$ cat src/design/fbc_pkg.sv
`timescale 1ns / 1ps
package fbc_pkg;

   // Plane normal component, Q16
   localparam int NW = 27;

   typedef logic signed [NW-1:0] nrm_type;
   typedef nrm_type [2:0]         vec_type;
   typedef vec_type [5:0]         planes_type;

   // Quarter-wave sine polynomial coefficients, Q16
   localparam logic [16:0] SIN_A = 17'd102944;
   localparam logic [16:0] SIN_B = 17'd42048;
   localparam logic [16:0] SIN_C = 17'd4640;

   localparam int DIV_STEPS = 40;
   localparam int MUL_STEPS = 9;

   // Register indexes
   localparam logic [2:0] REG_CAM_X  = 3'd0;
   localparam logic [2:0] REG_CAM_Y  = 3'd1;
   localparam logic [2:0] REG_CAM_Z  = 3'd2;
   localparam logic [2:0] REG_YAW    = 3'd3;
   localparam logic [2:0] REG_PITCH  = 3'd4;
   localparam logic [2:0] REG_ASPECT = 3'd5;
   localparam logic [2:0] REG_FOCAL  = 3'd6;

   typedef enum logic [3:0] {
      SU_IDLE,
      SU_SIN_U,
      SU_SIN_U2,
      SU_SIN_R1,
      SU_SIN_R2,
      SU_SIN_S,
      SU_DIV,
      SU_MUL,
      SU_NORM
   } setup_state_type;

   typedef struct packed {
      logic [15:0] yaw;
      logic [15:0] pitch;
      logic [23:0] aspect;
      logic [23:0] focal;
   } setup_cfg_type;

endpackage

$ cat src/design/fbc_setup.sv
`timescale 1ns / 1ps
module fbc_setup import fbc_pkg::*; (
   input  logic          clock,
   input  logic          reset,
   input  logic          kick,
   input  setup_cfg_type cfg,
   output logic          busy,
   output planes_type    planes
);

   setup_state_type state_ff, state_in;
   logic [1:0]  ang_ff;
   logic [5:0]  cnt_ff;
   logic [16:0] u_ff, u2_ff, r_ff;
   logic        neg_ff;
   logic signed [17:0] sin_ff [4];
   logic [39:0] quo_ff;
   logic [23:0] rem_ff;
   logic signed [18:0] up0_ff, up2_ff, fw0_ff, fw2_ff;
   logic signed [25:0] rr0_ff, rr2_ff, uu0_ff, uu1_ff, uu2_ff;
   planes_type planes_ff;

   logic [15:0] base, ang_val;
   logic [14:0] qt;
   logic [16:0] u_in;
   logic [23:0] dvs, ratio;
   logic [24:0] rem_sh;
   logic        ge;
   logic [23:0] rem_in;
   logic signed [25:0] ma, mb;
   logic signed [51:0] mp;
   logic signed [35:0] mq;
   logic signed [17:0] s_mag;
   vec_type fw, rr, uu;

   // sine angle: cos taken as sine a quarter turn ahead
   assign base    = ang_ff[1] ? cfg.pitch : cfg.yaw;
   assign ang_val = ang_ff[0] ? base : base + 16'd16384;
   assign qt      = ang_val[14] ? 15'd16384 - {1'b0, ang_val[13:0]} : {1'b0, ang_val[13:0]};
   assign u_in    = {qt, 2'b00};

   // restoring divider for focal / aspect
   assign dvs    = (cfg.aspect == 24'd0) ? 24'd1 : cfg.aspect;
   assign rem_sh = {rem_ff, quo_ff[39]};
   assign ge     = rem_sh >= {1'b0, dvs};
   assign rem_in = ge ? 24'(rem_sh - {1'b0, dvs}) : rem_sh[23:0];
   assign ratio  = (|quo_ff[39:24]) ? 24'hFFFFFF : quo_ff[23:0];

   assign mp    = 52'(ma) * 52'(mb);
   assign mq    = mp[51:16];
   assign s_mag = 18'($signed({1'b0, mq[16:0]}));

   always_comb begin
      state_in = state_ff;
      unique case (state_ff)
         SU_IDLE:   if (kick) state_in = SU_SIN_U;
         SU_SIN_U:  state_in = SU_SIN_U2;
         SU_SIN_U2: state_in = SU_SIN_R1;
         SU_SIN_R1: state_in = SU_SIN_R2;
         SU_SIN_R2: state_in = SU_SIN_S;
         SU_SIN_S:  state_in = (ang_ff == 2'd3) ? SU_DIV : SU_SIN_U;
         SU_DIV:    if (cnt_ff == 6'(DIV_STEPS - 1)) state_in = SU_MUL;
         SU_MUL:    if (cnt_ff == 6'(MUL_STEPS - 1)) state_in = SU_NORM;
         SU_NORM:   state_in = SU_IDLE;
         default:   state_in = SU_IDLE;
      endcase
   end

   always_comb begin
      busy = (state_ff != SU_IDLE);
      ma   = '0;
      mb   = '0;
      unique case (state_ff)
         SU_SIN_U2: begin
            ma = $signed({9'd0, u_ff});
            mb = $signed({9'd0, u_ff});
         end
         SU_SIN_R1: begin
            ma = $signed({9'd0, SIN_C});
            mb = $signed({9'd0, u2_ff});
         end
         SU_SIN_R2: begin
            ma = $signed({9'd0, r_ff});
            mb = $signed({9'd0, u2_ff});
         end
         SU_SIN_S: begin
            ma = $signed({9'd0, r_ff});
            mb = $signed({9'd0, u_ff});
         end
         SU_MUL: begin
            unique case (cnt_ff[3:0])
               4'd0: begin ma = 26'(sin_ff[1]); mb = 26'(sin_ff[3]); end
               4'd1: begin ma = 26'(sin_ff[0]); mb = 26'(sin_ff[3]); end
               4'd2: begin ma = 26'(sin_ff[1]); mb = 26'(sin_ff[2]); end
               4'd3: begin ma = 26'(sin_ff[0]); mb = 26'(sin_ff[2]); end
               4'd4: begin ma = 26'(sin_ff[0]); mb = $signed({2'b00, ratio}); end
               4'd5: begin ma = 26'(sin_ff[1]); mb = $signed({2'b00, ratio}); end
               4'd6: begin ma = 26'(up0_ff); mb = $signed({2'b00, cfg.focal}); end
               4'd7: begin ma = 26'(sin_ff[2]); mb = $signed({2'b00, cfg.focal}); end
               4'd8: begin ma = 26'(up2_ff); mb = $signed({2'b00, cfg.focal}); end
               default: begin ma = '0; mb = '0; end
            endcase
         end
         default: begin
            ma = '0;
            mb = '0;
         end
      endcase
   end

   always_ff @(posedge clock) begin
      if (reset) begin
         state_ff <= SU_SIN_U;
         ang_ff   <= '0;
         cnt_ff   <= '0;
      end else begin
         state_ff <= state_in;
         if (state_ff == SU_SIN_S) ang_ff <= ang_ff + 2'd1;
         else if (state_ff == SU_IDLE) ang_ff <= '0;
         if (state_ff == SU_DIV || state_ff == SU_MUL) begin
            cnt_ff <= (state_in != state_ff) ? 6'd0 : cnt_ff + 6'd1;
         end else begin
            cnt_ff <= '0;
         end
      end
   end

   always_comb begin
      fw[0] = NW'(fw0_ff);
      fw[1] = NW'(sin_ff[3]);
      fw[2] = NW'(fw2_ff);
      rr[0] = NW'(rr0_ff);
      rr[1] = '0;
      rr[2] = NW'(rr2_ff);
      uu[0] = NW'(uu0_ff);
      uu[1] = NW'(uu1_ff);
      uu[2] = NW'(uu2_ff);
   end

   always_ff @(posedge clock) begin
      unique case (state_ff)
         SU_SIN_U: begin
            u_ff   <= u_in;
            neg_ff <= ang_val[15];
            if (ang_ff == 2'd0) begin
               quo_ff <= {cfg.focal, 16'd0};
               rem_ff <= '0;
            end
         end
         SU_SIN_U2: u2_ff <= mq[16:0];
         SU_SIN_R1: r_ff  <= SIN_B - mq[16:0];
         SU_SIN_R2: r_ff  <= SIN_A - mq[16:0];
         SU_SIN_S:  sin_ff[ang_ff] <= neg_ff ? -s_mag : s_mag;
         SU_DIV: begin
            rem_ff <= rem_in;
            quo_ff <= {quo_ff[38:0], ge};
         end
         SU_MUL: begin
            unique case (cnt_ff[3:0])
               4'd0: up0_ff <= -19'(mq);
               4'd1: up2_ff <= 19'(mq);
               4'd2: fw0_ff <= 19'(mq);
               4'd3: fw2_ff <= -19'(mq);
               4'd4: rr0_ff <= 26'(mq);
               4'd5: rr2_ff <= 26'(mq);
               4'd6: uu0_ff <= 26'(mq);
               4'd7: uu1_ff <= 26'(mq);
               4'd8: uu2_ff <= 26'(mq);
               default: ;
            endcase
         end
         SU_NORM: begin
            for (int j = 0; j < 3; j++) begin
               planes_ff[0][j] <= fw[j] + rr[j];
               planes_ff[1][j] <= fw[j] - rr[j];
               planes_ff[2][j] <= fw[j] + uu[j];
               planes_ff[3][j] <= fw[j] - uu[j];
               planes_ff[4][j] <= fw[j];
               planes_ff[5][j] <= -fw[j];
            end
         end
         default: ;
      endcase
   end

   assign planes = planes_ff;

endmodule

$ cat config.mk
export PLATFORM = sky130hd
export DESIGN_NAME = fbc_setup
export DESIGN_NICKNAME = d
export VERILOG_FILES = /design/src/design/fbc_pkg.sv /design/src/design/fbc_setup.sv
export SDC_FILE = /design/constraint.sdc
export NUM_CORES = 2
export LEC_CHECK = 0
export BUFFER_PORTS_ARGS = -buffer_cell sky130_fd_sc_hd__buf_2
export CAP_MARGIN = 15
export CELL_PAD_IN_SITES_DETAIL_PLACEMENT = 1
export CELL_PAD_IN_SITES_GLOBAL_PLACEMENT = 2
export CORE_MARGIN = 1
export CORE_UTILIZATION = 44
export DETAILED_ROUTE_END_ITERATION = 7
export GPL_TIMING_DRIVEN = 1
export PLACE_DENSITY_LB_ADDON = 0.1
export SYNTH_ARGS = -nofsm -noshare
export SYNTH_HDL_FRONTEND = slang
export SYNTH_SLANG_ARGS = --single-unit
$ cat constraint.sdc
create_clock -name clock -period 83.7 [get_ports clock]
set_clock_uncertainty 0.15 [all_clocks]
set_input_delay 4.185 -clock clock [delete_from_list [all_inputs] [get_ports clock]]
set_output_delay 4.185 -clock clock [all_outputs]
set_load 0.02 [all_outputs]
==> results.yml <==
run_status:
  status: "finished, final reports clean"
grt:
  grt_max_degree: 83
  top_usage_layer: "met2"
  grt_overflow: 0
  use_met1: 0.381
  grt_pass1_vias: 45900
  grt.met2_usage: 0.495
  grtUsageMet3: 0.0369
  grtUsageTotal: 0.291
  grt_pass1_wl_um: 300000
  antenna_found_initial: 15
route:
  num_vias: 43900
  dr.pass1.iters: 8
  wl_per_cell_um: 25.5
  postRouteAntennaNets: 0
  drtIter0Drc: 3610
  drcViolationCount: 0
  routed_wirelength_um: 203000
  avgViaCountPerCell: 5.51
power_and_ir_drop:
  power_density_nw_per_um2: 20.9
  vdd_drop_max_mv: 0.0292
  p_leak_uw: 0.0284
clocking:
  cts.sinks: 803
  numCtsBuffers: 91
  post_cts_buffers: 0
  clock_latency_ns: 0.73
  cts.repair.resized: 0
  cts_tree: "done"
  holdBufCountCts: 0
  cts.clk_slew.worst_paths_ns: 0.06
  cts.path.max_buffers: 3
  h-tree-depth: 3
  cts_root_buffer: "clkbuf_16"
critical_path:
  rrSetupSlack_ns: 71.80
  rr_startpoint: "cnt_ff[3]"
  arrival_ns: 13.44
  r2r-end: "sin_ff[1][17]"
  endpoint_kind: "flop"
  cp_max_fo: 13
  crit_type: "primary input to flop"
  cp-start-kind: "primary input"
  reg2reg_depth: 29
  cp.required_ns: 83.94
cells_and_area:
  stdcell_count: 7966
  drive_gt1_frac: 0.146
  ff_latch_area_um2: 24000
  fin_util: 0.502
  syn_to_final_growth_pct: 12.8
  num-fill-cells: 15000
  multi_input_area_um2: 31900
  layout_common_cells: "inv_1, edfxtp_1, buf_2"
  final_common_cell: "inv_1"
  nNetsFinal: 7138
synthesis:
  ys_dominant_reg_cell: "edfxtp_1"
  synthTopCellsByArea: "edfxtp_1, fa_1, ha_1, inv_1, xnor2_1"
  synth-seq-cells: 803
  syn_avg_cell_area_um2: 10.8
  synth_edf_count: 791
  yosysTopAreaCell: "edfxtp_1"
  synth_warnings: 0
  synth.top_cell.area_share: 0.393
  syn-cell-area_um2: 60500
  synth.distinct_cells: 93
  synthArstFlopShare: 0
  synth.net_count: 6650
  synth_seq_area_share: 0.397
  netlist_instances: 5618
sta:
  timing.final.crit_share: 0.158
  setup_slack_ns: 70.50
  hold_violations: 0
  max_freq_mhz: 75.7
  setup_viol: 0
  fin_crit_ns: 13.20
  fin_tns_setup_ns: 0
  relSlewSlack: 0.173
  maxSlewViolCount: 0
  rsz0062_at_grt: "no"
  worst_slew_pin_slew_ns: 1.24
hold_path:
  min_from: "cnt_ff[0]"
  min_path_type: "flop to flop"
  hold_end: "cnt_ff[0]"
  min_path_cells: 1
floorplanning:
  rows: 135
  die_y_um: 373
  die_x_um: 373
  io_pins: 570
  initial_core_util: 0.445
  dieArea_um2: 139000
  core_area_um2: 136000
place:
  hpwl_um: 157000
  gp_congestion: 0.925
  dp.cells: 7793
  portBuffers: 569
  post-place-ws_ns: 69.82
run:
  maxCapViolations: 0
Yosys cell counts (all sizes together) (43+ instances only):
library cell / instances
xor2: 113
xnor2: 278
clkbuf: 164
a21o: 43
ha: 423
nand2: 487
o21ai: 141
fa: 526
nor2: 493
inv: 897
a21oi: 243
and2: 67
buf: 108
edfxtp: 791
nand2b: 47
nor2b: 46
nor3: 90
metrics by stage:
stage          power (uW)  cell area, um2  hold WS (ns)
6_report             1420           68200         0.344
5_1_grt              1470           68200         0.373
2_1_floorplan         796           60500         0.295
4_1_cts              1430           68200         0.347
3_3_place_gp          992           65100         0.326
3_5_place_dp         1000           65100         0.334
layout make-up:
type / count / area share
sequential: 803 / 0.352
clock inverter: 60 / 0.0109
clock buffer: 110 / 0.0344
inverter: 899 / 0.0495
tap: 1781 / 0.0327
timing repair buffer: 667 / 0.0528
multi-input combinational: 3644 / 0.468
antenna: 2 / 0.0000733
metal layers:
| layer | wire length, um | part of all wire | vias to the layer above |
|---|---|---|---|
| li1 | - | - | 19600 |
| met1 | 85000 | 0.42 | 22500 |
| met2 | 99000 | 0.49 | 1453 |
| met3 | 11300 | 0.056 | 308 |
| met4 | 7460 | 0.037 | 2 |
| met5 | 20 | 0.000099 | - |
worst max-delay path, stage by stage:
cell and delay (ns):
buf_2 0.15, a222oi_1 0.14, and2_1 0.22, o21ai_0 0.76
nand2_1 0.35, fa_1 0.70, inv_1 0.14, fa_1 0.83
inv_1 0.24, fa_1 0.53, inv_1 0.06, fa_1 0.48
fa_1 0.52, fa_1 0.49, inv_1 0.05, fa_1 0.47
inv_1 0.04, ha_1 0.18, or3_1 0.37, a2111oi_0 0.41
a21oi_1 0.21, nand2_1 0.12, xor2_1 0.28, clkinv_1 0.56
nor4_1 0.75, nor2_1 0.19
how the worst max path moves through the flow:
stage,startpoint,end,slack (ns),cells past startpoint
final,cfg[2],sin_ff[1][17],70.50,26
after global routing,cfg[2],sin_ff[1][17],70.04,26
after CTS,cfg[2],sin_ff[1][17],70.50,26
after detailed placement,cfg[2],sin_ff[0][17],69.82,26
after global placement,cfg[2],fw2_ff[17],70.06,26
after floorplan,state_ff[3],planes[100],39.90,2
kinds of logic after synthesis:
logic type	after synthesis	share of synthesized area
muxes	31	0.00515
AOI/OAI and AO/OA	820	0.0916
and+or+nand+nor	1453	0.110
xor gates and xnor gates	391	0.0566
buffers and inverters	1171	0.0783
DFF	803	0.397
adders and majority gates	949	0.262
state kept, by name, summed over array words and instances (netlist names), 2 cells and up:
name	cells
fw2_ff	19
up0_ff	19
rr0_ff	26
sin_ff	72
u_ff	15
fw0_ff	19
uu0_ff	26
planes	399
u2_ff	17
r_ff	17
cnt_ff	6
quo_ff	40
uu1_ff	26
up2_ff	19
state_ff	4
rem_ff	24
rr2_ff	26
ang_ff	2
uu2_ff	26
where the power goes:
part / internal, uW / leakage [uW] / switching [uW]
sequential: 518 / 0.00732 / 16.5
combinational: 133 / 0.0196 / 335
clock: 243 / 0.00151 / 178
total: 894 / 0.0284 / 530
Note: power is estimated with default switching activity, not from simulation.
